--- config.mk ---
export PLATFORM = sky130hd
export DESIGN_NAME = ipv6_address_compressor
export DESIGN_NICKNAME = d
export VERILOG_FILES = /design/src/rtl/core/ipv6c_pkg.sv /design/src/rtl/core/ipv6c_front.sv /design/src/rtl/core/ipv6c_queue.sv /design/src/rtl/core/ipv6c_emit.sv /design/src/rtl/core/ipv6_address_compressor.sv
export VERILOG_INCLUDE_DIRS = /design/src /design/src/rtl/core
export SDC_FILE = /design/constraint.sdc
export NUM_CORES = 1
export LEC_CHECK = 0
export ABC_AREA = 1
export BUFFER_PORTS_ARGS = -buffer_cell sky130_fd_sc_hd__clkbuf_2
export CAP_MARGIN = 5
export CORE_MARGIN = 1.5
export CORE_UTILIZATION = 62
export CTS_BUF_LIST = sky130_fd_sc_hd__clkbuf_4 sky130_fd_sc_hd__clkbuf_8
export CTS_CLUSTER_DIAMETER = 60
export CTS_CLUSTER_SIZE = 14
export DETAILED_ROUTE_END_ITERATION = 8
export PLACE_DENSITY = 0.81
export REMOVE_ABC_BUFFERS = 1
export SLEW_MARGIN = 5
export SYNTH_ARGS = -nofsm -noshare
export SYNTH_HDL_FRONTEND = slang
export SYNTH_SLANG_ARGS = --single-unit
--- constraint.sdc ---
create_clock -name clock -period 12.95 [get_ports clock]
set_input_delay 2.59 -clock clock [delete_from_list [all_inputs] [get_ports clock]]
set_output_delay 2.59 -clock clock [all_outputs]
set_load 0.005 [all_outputs]
--- src/rtl/core/ipv6_address_compressor_assert.svh ---
// Assertion macros shared by the address compressor RTL.
// No dependencies; included by the modules that carry checks.
`ifndef IPV6_ADDRESS_COMPRESSOR_ASSERT_SVH
`define IPV6_ADDRESS_COMPRESSOR_ASSERT_SVH
`ifndef SYNTHESIS
// Check that a property holds on every clock edge outside reset
`define IPV6C_ASSERT(label, clk, rst, prop) \
   label: assert property (@(posedge clk) disable iff (rst) (prop)) \
      else $error("ipv6c assertion failed");
// Check that a condition never occurs outside reset
`define IPV6C_NEVER(label, clk, rst, cond) \
   label: assert property (@(posedge clk) disable iff (rst) !(cond)) \
      else $error("ipv6c forbidden condition seen");
`else
`define IPV6C_ASSERT(label, clk, rst, prop)
`define IPV6C_NEVER(label, clk, rst, cond)
`endif
`endif

--- src/rtl/core/ipv6c_pkg.sv ---
// Types, character codes and helper functions for the address compressor.
// No dependencies; imported by every module of the block.
`default_nettype none

package ipv6c_pkg;

   localparam int unsigned NumGroups = 8;

   localparam logic [6:0] CHAR_COLON     = 7'd58;
   localparam logic [6:0] CHAR_ZERO      = 7'd48;
   localparam logic [6:0] CHAR_NINE      = 7'd57;
   localparam logic [6:0] CHAR_LOWER_A   = 7'd97;
   localparam logic [6:0] CHAR_LOWER_F   = 7'd102;
   // 'a' minus ten, so that a digit of ten or more maps onto 'a'..'f'
   localparam logic [6:0] HEX_ALPHA_BASE = 7'd87;

   // One input item: the address in two halves
   typedef struct packed {
      logic [63:0] addr_upper;
      logic [63:0] addr_lower;
   } req_type;

   // One result item: a single character of the text
   typedef struct packed {
      logic [6:0] text_char;
      logic       last_char;
   } rsp_type;

   // Classified address handed from the front end to the emitter
   typedef struct packed {
      logic [NumGroups-1:0][15:0] groups;
      logic [2:0]                 run_start;
      logic [3:0]                 run_length;
   } job_type;

   // Map a nibble onto its lowercase hex character
   function automatic logic [6:0] hex_char(input logic [3:0] value);
      logic [6:0] base;
      base = (value < 4'd10) ? CHAR_ZERO : HEX_ALPHA_BASE;
      return base + {3'b000, value};
   endfunction

   // Index of the highest nonzero nibble, zero for a zero group
   function automatic logic [1:0] top_nibble(input logic [15:0] grp);
      logic [1:0] top;
      top = 2'd0;
      for (int k = 1; k < 4; k++) begin
         if (grp[4*k +: 4] != 4'd0) begin
            top = 2'(k);
         end
      end
      return top;
   endfunction

endpackage

`default_nettype wire

--- src/rtl/core/ipv6c_front.sv ---
// Front end: splits an address into groups and finds the longest zero run.
// Depends on ipv6c_pkg.
`default_nettype none

module ipv6c_front (
   input  ipv6c_pkg::req_type req_data,
   output ipv6c_pkg::job_type job_out
);
   import ipv6c_pkg::*;

   logic [NumGroups-1:0][15:0] groups;
   logic [3:0]                 cur_len;
   logic [2:0]                 cur_start;
   logic [3:0]                 best_len;
   logic [2:0]                 best_start;

   // Split: group 0 sits in the top bits of the upper half
   always_comb begin
      for (int i = 0; i < 4; i++) begin
         groups[i]     = req_data.addr_upper[48 - 16*i +: 16];
         groups[4 + i] = req_data.addr_lower[48 - 16*i +: 16];
      end
   end

   // Scan for the longest zero run; a strictly longer run replaces the first
   always_comb begin
      cur_len    = 4'd0;
      cur_start  = 3'd0;
      best_len   = 4'd0;
      best_start = 3'd0;
      for (int i = 0; i < NumGroups; i++) begin
         if (groups[i] == 16'd0) begin
            if (cur_len == 4'd0) begin
               cur_start = 3'(i);
            end
            cur_len = cur_len + 4'd1;
            if (cur_len > best_len) begin
               best_len   = cur_len;
               best_start = cur_start;
            end
         end else begin
            cur_len = 4'd0;
         end
      end
   end

   assign job_out.groups     = groups;
   assign job_out.run_start  = best_start;
   assign job_out.run_length = best_len;

endmodule

`default_nettype wire

--- src/rtl/core/ipv6c_queue.sv ---
// Short queue of classified addresses between the front end and the emitter.
// Depends on ipv6c_pkg and the assertion macro header.
`default_nettype none
`include "ipv6_address_compressor_assert.svh"

module ipv6c_queue #(
   parameter int unsigned DEPTH = 2   // two or more entries
) (
   input  logic              clock,
   input  logic              reset,
   input  logic              push,
   input  ipv6c_pkg::job_type push_data,
   output logic              full,
   input  logic              pop,
   output logic              valid,
   output ipv6c_pkg::job_type pop_data
);
   import ipv6c_pkg::*;

   localparam int unsigned PtrW = $clog2(DEPTH);
   localparam int unsigned CntW = $clog2(DEPTH + 1);

   job_type         entry_ff [DEPTH];
   logic [PtrW-1:0] wr_ptr_ff, wr_ptr_in;
   logic [PtrW-1:0] rd_ptr_ff, rd_ptr_in;
   logic [CntW-1:0] count_ff, count_in;
   logic            do_push;
   logic            do_pop;

   assign full     = (count_ff == CntW'(DEPTH));
   assign valid    = (count_ff != '0);
   assign pop_data = entry_ff[rd_ptr_ff];
   assign do_push  = push && !full;
   assign do_pop   = pop && valid;

   // Advance pointers with wrap at the queue depth
   always_comb begin
      wr_ptr_in = wr_ptr_ff;
      rd_ptr_in = rd_ptr_ff;
      count_in  = count_ff;
      if (do_push) begin
         wr_ptr_in = (wr_ptr_ff == PtrW'(DEPTH - 1)) ? '0 : wr_ptr_ff + PtrW'(1);
      end
      if (do_pop) begin
         rd_ptr_in = (rd_ptr_ff == PtrW'(DEPTH - 1)) ? '0 : rd_ptr_ff + PtrW'(1);
      end
      if (do_push && !do_pop) begin
         count_in = count_ff + CntW'(1);
      end else if (do_pop && !do_push) begin
         count_in = count_ff - CntW'(1);
      end
   end

   always_ff @(posedge clock) begin
      if (reset) begin
         wr_ptr_ff <= '0;
         rd_ptr_ff <= '0;
         count_ff  <= '0;
      end else begin
         wr_ptr_ff <= wr_ptr_in;
         rd_ptr_ff <= rd_ptr_in;
         count_ff  <= count_in;
      end
   end

   // Store the pushed entry
   always_ff @(posedge clock) begin
      if (do_push) begin
         entry_ff[wr_ptr_ff] <= push_data;
      end
   end

   `IPV6C_NEVER(a_q_count_range, clock, reset, count_ff > CntW'(DEPTH))
   `IPV6C_ASSERT(a_q_empty_ptrs, clock, reset, (count_ff == '0) |-> (rd_ptr_ff == wr_ptr_ff))
   `IPV6C_ASSERT(a_q_full_ptrs, clock, reset, full |-> (rd_ptr_ff == wr_ptr_ff))

endmodule

`default_nettype wire

--- src/rtl/core/ipv6c_emit.sv ---
// Back end: walks the groups of one address and produces one character per
// step into an output register. Depends on ipv6c_pkg and the macro header.
`default_nettype none
`include "ipv6_address_compressor_assert.svh"

module ipv6c_emit (
   input  logic              clock,
   input  logic              reset,
   input  logic              job_valid,
   input  ipv6c_pkg::job_type job_data,
   output logic              job_pop,
   output logic              rsp_empty,
   input  logic              rsp_pop,
   output ipv6c_pkg::rsp_type rsp_data
);
   import ipv6c_pkg::*;

   typedef enum logic [1:0] {
      ST_IDLE,     // waiting for a classified address
      ST_BOUND,    // at the start of a group
      ST_DCOLON,   // second colon of the zero run
      ST_DIGIT     // inside the digits of a group
   } state_type;

   state_type  state_ff, state_in;
   job_type    job_ff, job_in;
   logic [3:0] group_ff, group_in;
   logic [1:0] nibble_ff, nibble_in;
   logic       need_colon_ff, need_colon_in;
   logic       rsp_valid_ff, rsp_valid_in;
   rsp_type    rsp_ff, rsp_in;

   logic [15:0] cur_group;
   logic [1:0]  top;
   logic [1:0]  digit_nib;
   logic        run_hit;
   logic        can_step;
   logic        emit;
   logic [6:0]  emit_char;
   logic        emit_last;
   logic [3:0]  group_next;
   logic [3:0]  run_end;
   logic        char_legal;

   assign cur_group = job_ff.groups[group_ff[2:0]];
   assign top       = top_nibble(cur_group);
   assign digit_nib = (state_ff == ST_BOUND) ? top : nibble_ff;
   assign run_hit   = (job_ff.run_length != 4'd0) && (group_ff == {1'b0, job_ff.run_start});
   assign can_step  = !rsp_valid_ff || rsp_pop;
   assign group_next = group_ff + 4'd1;
   assign run_end    = group_ff + job_ff.run_length;

   // Sequence one character per step; hold while the output register is blocked
   always_comb begin
      state_in      = state_ff;
      job_in        = job_ff;
      group_in      = group_ff;
      nibble_in     = nibble_ff;
      need_colon_in = need_colon_ff;
      job_pop       = 1'b0;
      emit          = 1'b0;
      emit_char     = CHAR_COLON;
      emit_last     = 1'b0;

      case (state_ff)
         ST_IDLE: begin
            if (job_valid) begin
               job_pop       = 1'b1;
               job_in        = job_data;
               group_in      = 4'd0;
               nibble_in     = 2'd0;
               need_colon_in = 1'b0;
               state_in      = ST_BOUND;
            end
         end
         ST_DCOLON: begin
            if (can_step) begin
               emit          = 1'b1;
               emit_last     = (run_end == 4'(NumGroups));
               group_in      = run_end;
               need_colon_in = 1'b0;
               state_in      = emit_last ? ST_IDLE : ST_BOUND;
            end
         end
         ST_BOUND, ST_DIGIT: begin
            if (can_step) begin
               emit = 1'b1;
               if (state_ff == ST_BOUND && run_hit) begin
                  state_in = ST_DCOLON;
               end else if (state_ff == ST_BOUND && need_colon_ff) begin
                  nibble_in = top;
                  state_in  = ST_DIGIT;
               end else begin
                  emit_char = hex_char(cur_group[4*digit_nib +: 4]);
                  if (digit_nib == 2'd0) begin
                     emit_last     = (group_next == 4'(NumGroups));
                     group_in      = group_next;
                     need_colon_in = 1'b1;
                     state_in      = emit_last ? ST_IDLE : ST_BOUND;
                  end else begin
                     nibble_in = digit_nib - 2'd1;
                     state_in  = ST_DIGIT;
                  end
               end
            end
         end
         default: begin
            state_in = ST_IDLE;
         end
      endcase
   end

   // Load the output register on emit, drop it on transfer
   always_comb begin
      rsp_in       = rsp_ff;
      rsp_valid_in = rsp_valid_ff;
      if (emit) begin
         rsp_in.text_char = emit_char;
         rsp_in.last_char = emit_last;
         rsp_valid_in     = 1'b1;
      end else if (rsp_pop) begin
         rsp_valid_in = 1'b0;
      end
   end

   // State and output register; payload registers carry no reset
   always_ff @(posedge clock) begin
      if (reset) begin
         state_ff      <= ST_IDLE;
         group_ff      <= 4'd0;
         nibble_ff     <= 2'd0;
         need_colon_ff <= 1'b0;
         rsp_valid_ff  <= 1'b0;
      end else begin
         state_ff      <= state_in;
         group_ff      <= group_in;
         nibble_ff     <= nibble_in;
         need_colon_ff <= need_colon_in;
         rsp_valid_ff  <= rsp_valid_in;
      end
      job_ff <= job_in;
      rsp_ff <= rsp_in;
   end

   assign rsp_empty = !rsp_valid_ff;
   assign rsp_data  = rsp_ff;

   // Legal text characters: colon, decimal digits and lowercase hex letters
   assign char_legal = rsp_ff.text_char inside
      {CHAR_COLON, [CHAR_ZERO:CHAR_NINE], [CHAR_LOWER_A:CHAR_LOWER_F]};

   `IPV6C_ASSERT(a_em_group_range, clock, reset, (state_ff != ST_IDLE) |-> (group_ff < 4'(NumGroups)))
   `IPV6C_ASSERT(a_em_last_idle, clock, reset, (emit && emit_last) |=> (state_ff == ST_IDLE))
   `IPV6C_ASSERT(a_em_char_legal, clock, reset, rsp_valid_ff |-> char_legal)

endmodule

`default_nettype wire

--- src/rtl/core/ipv6_address_compressor.sv ---
// Address compressor top level: streams the compressed text of 128-bit
// addresses, one ASCII character per result item.
//
// Input channel: present an address on req_data and raise req_push; it is
// transferred at a clock edge with req_push high and req_full low.
// Result channel: while rsp_empty is low, rsp_data holds the oldest waiting
// character; it is transferred at an edge with rsp_pop high. last_char marks
// the final character of each address text.
// On its way to rsp_data, the first character of an address passes the queue,
// the emitter's job register and the output register when the emitter is free.
// Throughput: one character per cycle while the receiver keeps rsp_pop high,
// with a load of the emitter from the queue between addresses. The
// one-character-per-cycle emitter sets this figure; the front end
// classifies combinationally and a QUEUE_DEPTH-entry queue buffers
// addresses ahead of the emitter.
// Reset (synchronous, active high) empties the queue and the output
// register. When the receiver stalls, the current character holds and the
// emitter waits; new addresses are taken until the queue fills.
// Depends on ipv6c_pkg, ipv6c_front, ipv6c_queue and ipv6c_emit.
`default_nettype none

module ipv6_address_compressor #(
   parameter int unsigned QUEUE_DEPTH = 2   // two or more entries
) (
   input  logic              clock,
   input  logic              reset,
   input  logic              req_push,
   output logic              req_full,
   input  ipv6c_pkg::req_type req_data,
   output logic              rsp_empty,
   input  logic              rsp_pop,
   output ipv6c_pkg::rsp_type rsp_data
);
   import ipv6c_pkg::*;

   job_type front_job;
   job_type queue_job;
   logic    queue_valid;
   logic    queue_pop;

   // Classify the incoming address
   ipv6c_front u_front (
      .req_data (req_data),
      .job_out  (front_job)
   );

   // Buffer classified addresses
   ipv6c_queue #(
      .DEPTH (QUEUE_DEPTH)
   ) u_queue (
      .clock     (clock),
      .reset     (reset),
      .push      (req_push),
      .push_data (front_job),
      .full      (req_full),
      .pop       (queue_pop),
      .valid     (queue_valid),
      .pop_data  (queue_job)
   );

   // Produce the text
   ipv6c_emit u_emit (
      .clock     (clock),
      .reset     (reset),
      .job_valid (queue_valid),
      .job_data  (queue_job),
      .job_pop   (queue_pop),
      .rsp_empty (rsp_empty),
      .rsp_pop   (rsp_pop),
      .rsp_data  (rsp_data)
   );

endmodule

`default_nettype wire
==> flow_metrics.tcl <==
set metrics [dict create \
    peakVddDrop_uv 212 \
    seqPwrFrac_pct 51.3 \
    p_int_mw 2.75 \
    drv_slew 0 \
    drtIter0Drc 1052 \
    synth_top_area_share_pct 66.2 \
    cts_max_level 2 \
    yosys-top-cells-area "edfxtp_1 66%, nand2_1 13%, ha_1 2.9%, inv_1 2.8%, nand3_1 2.4%" \
    cp-start-kind "input port" \
    max_stage_delay_ns 0.65 \
    status "finished, final reports clean" \
    r2r_slack_ns 7.93 \
    hold_viol 0 \
    numCtsBuffers 38 \
    path_class "input port to register" \
    synthCells 1748 \
    fillers 2180 \
    cp-end-kind "register" \
    syn_avg_cell_area_sq_um 10.7 \
    die_w_um 177 \
    wl_per_cell_um 17.4 \
    fin_cells 2285 \
    layout_min_cycle_time_ns 11.06 \
    synth_xor_area_share_pct 0.421 \
    max_cap_viol_count 0 \
    worstPathRequired_ns 13.26 \
    grt_pass1_wl_mm 62.9 \
    async_flop_share_pct 0 \
    arrival_ns 11.37 \
    area_delta_synth_final_pct 9.22 \
    row_count 63 \
    wl_mm 39.8 \
    yosys.area.top_type "edfxtp_1" \
    final_util_pct 68.8 \
    synth_fa_ha_area_share_pct 3.05 \
    ys_seq_elements 427 \
    path_clk_slew_ns 0.08 \
    endpoint "u_queue.entry_ff[1][4]" \
    power.leakage_nw 8.56 \
    p_sw_share_pct 34.9 \
    synth_top_family_by_area "simple AND/OR/NAND/NOR gates" \
    hp-class "register to register" \
    dieArea_sq_um 31300 \
    syn-cell-area_sq_um 18700 \
    diodes 0 \
    rr_startpoint "u_emit.group_ff[0]" \
    pwr-share-comb_pct 30.5 \
    post_drt_via_cell_ratio 5.48 \
    start_util_pct 63.0 \
    drc 0 \
    antenna_found_initial 0 \
    synth_compound_area_share_pct 3.43 \
    die_h_um 177 \
    cts_setup_buffers 0 \
    worst_path_most_repeated_cell "inv_1" \
    worst-path-stages 50 \
    startpoint "req_data[117]" \
    worstReg2RegEnd "u_emit.rsp_data[7]" \
    switchingPower_mw 1.48 \
    numPortBuffers 141 \
    synth_edf_count 413 \
    ff2ff_path_depth 23 \
    tightest_slew_ns 1.07 \
    cp_top_family "simple AND/OR/NAND/NOR gates" \
    place_hpwl_mm 26.6 \
    ys_warn_count 0 \
    drive_gt1_share_pct 13.2 \
    root_buffer "clkbuf_8" \
    rsz0062_at_grt "no" \
    slowest_stage "nor4_1" \
    power_density_nw_per_um2 207 \
    ys.flop_type "edfxtp_1" \
    cts_sinks 427 \
    multi_input_area_sq_um 5220 \
    holdBufCountCts 0 \
    post-layout-total-power_mw 4.23 \
    cts_tree "built" \
    grt_pass1_vias 12347 \
    grt_use_total_pct 26.2 \
    finalNetCount 2058 \
    grt_max_degree 78 \
    path_max_fanout 12 \
    ant_nets 0 \
    clk_path_buf_depth 3 \
    synth.area.mux_share_pct 0 \
    final-setup-viol-count 0 \
    period_share_pct 85.4 \
    finalSetupTns_ns 0 \
    synth.distinct_cells 42 \
    clock_skew_ns 0.0170 \
    register_area_sq_um 12700 \
    ioPinCount 142 \
    vias 12514 \
    synth_simple_gate_area_share_pct 20.8 \
    drt_pass1_iterations 5 \
    power_frac_clock_pct 18.2 \
    max_freq_ghz 0.0904 \
    place_congestion 0.899 \
    coreArea_sq_um 29700 \
    cts_resized 0 \
    synth-seq-area-share_pct 67.7 \
    relSlewSlack_pct 28.8 \
    insertion_delay_ns 0.56 \
    overflow 0 \
    crit_buf_inv 13 \
    dp.cells 2231 \
]
[logic make-up (layout without fill, tap and decap cells)]
logic type,count (synthesis),count (layout)
AO/OA/AOI/OAI,113,113
XOR/XNOR,9,9
adder cells (fa/ha/maj),45,45
buffers and inverters,210,357
flip-flops,427,427
AND/OR/NAND/NOR,944,944
[per-layer routing]
| metal | vias up | GRT usage, % | part of all wire (%) |
|---|---|---|---|
| met2 | 406 | 44.3 | 49 |
| met5 | - | 0 | 0 |
| met3 | 85 | 4.38 | 6.2 |
| li1 | 6109 | - | - |
| met1 | 5914 | 34.2 | 41 |
| met4 | 0 | 9.75 | 3.2 |
[synthesized netlist by cell type (14+ instances only)]
cell type  count
nand2_1      662
nor2_1       116
edfxtp_1     413
nand3_1       89
nor4_1        24
o21ai_0       40
clkbuf_1      36
ha_1          44
inv_1        139
a21oi_1       31
dfxtp_1       14
o21ai_1       16
[area by class of cell]
type                            instances  area share (%)
Sequential cell                       427            62.0
Multi-Input combinational cell       1111            25.5
Timing Repair Buffer                  152            3.85
Clock buffer                           47            2.98
Inverter                              151            2.78
Tap cell                              390            2.39
Clock inverter                          7           0.471
[registers in the layout, indices dropped and copies added, names as in the netlist]
| signal | cells |
|---|---|
| u_queue.wr_ptr_ff | 1 |
| u_emit.rsp_data | 8 |
| u_queue.entry_ff | 270 |
| u_emit.group_ff | 4 |
| u_emit.job_ff | 135 |
| u_queue.count_ff | 2 |
| u_emit.nibble_ff | 2 |
| u_queue.rd_ptr_ff | 1 |
| u_emit.need_colon_ff | 1 |
| u_emit.rsp_valid_ff | 1 |
| u_emit.state_ff | 2 |
[power by group through the flow]
stage / sequential, mW / combinational, mW / clock (mW)
2_1_floorplan: 2.27 / 0.876 / 0
6_report: 2.17 / 1.29 / 0.769
3_3_place_gp: 2.18 / 1.24 / 0
4_1_cts: 2.17 / 1.29 / 0.783
3_5_place_dp: 2.20 / 1.28 / 0
5_1_grt: 2.21 / 1.46 / 0.834
[through the flow]
stage / setup slack, ns / area (sq um) / hold WS (ns)
global placement: 1.79 / 19700 / 0.460
finish: 1.89 / 20500 / 0.476
detailed placement: 1.47 / 19700 / 0.465
CTS: 2.05 / 20500 / 0.476
global route: 0.862 / 20500 / 0.496
floorplan: 3.18 / 18400 / 0.433
[placed cells by master, fill, tap and decap left out, drive strengths merged]
| cell | synthesis | final |
|---|---|---|
| o2111ai | 1 | 1 |
| ha | 44 | 44 |
| a21oi | 31 | 31 |
| a21boi | 1 | 1 |
| nand2 | 675 | 675 |
| nor4 | 24 | 24 |
| o21a | 1 | 1 |
| o21bai | 2 | 2 |
| o21ai | 57 | 57 |
| xnor2 | 3 | 3 |
| dfxtp | 14 | 14 |
| or2 | 5 | 5 |
| clkinvlp | 0 | 1 |
| a211oi | 5 | 5 |
| a221oi | 4 | 4 |
| nand4 | 13 | 13 |
| o22ai | 4 | 4 |
| inv | 150 | 150 |
| o211ai | 2 | 2 |
| nand3b | 3 | 3 |
| nand3 | 96 | 96 |
| edfxtp | 413 | 413 |
| nor2 | 119 | 119 |
| xor2 | 6 | 6 |
| clkinv | 1 | 5 |
| fa | 1 | 1 |
| and2 | 7 | 7 |
| buf | 23 | 11 |
| bufinv | 0 | 2 |
| o221ai | 3 | 3 |
| nor3 | 2 | 2 |
| a31oi | 2 | 2 |
| clkbuf | 36 | 188 |
[worst reg2reg max path, cell delays in order (launching register included)]
cell	delay (ns)
dfxtp_2	0.32
buf_4	0.65
inv_2	0.49
buf_4	0.40
o21ai_1	0.41
nand3_1	0.11
o21ai_1	0.31
nand2_1	0.18
nor2_4	0.18
nand3_4	0.14
nand2_4	0.18
nand2_1	0.08
nand3_1	0.13
nand2_4	0.11
nand2_2	0.12
nand2_1	0.12
ha_1	0.27
ha_1	0.19
inv_1	0.07
nand2_2	0.06
nand2_1	0.08
nand3_1	0.09
nand3_2	0.07
nand2_1	0.05
[worst min path at each step]
| stage | startpoint | end | cells after the start |
|---|---|---|---|
| floorplan | u_emit.nibble_ff[0] | u_emit.nibble_ff[0] | 2 |
| global placement | u_emit.nibble_ff[0] | u_emit.nibble_ff[0] | 2 |
| detailed placement | u_emit.nibble_ff[1] | u_emit.nibble_ff[1] | 2 |
| CTS | u_emit.nibble_ff[1] | u_emit.nibble_ff[1] | 2 |
| global route | u_emit.nibble_ff[0] | u_emit.nibble_ff[0] | 2 |
| finish | u_emit.nibble_ff[1] | u_emit.nibble_ff[1] | 2 |
Power figures use the tool's default switching activity.
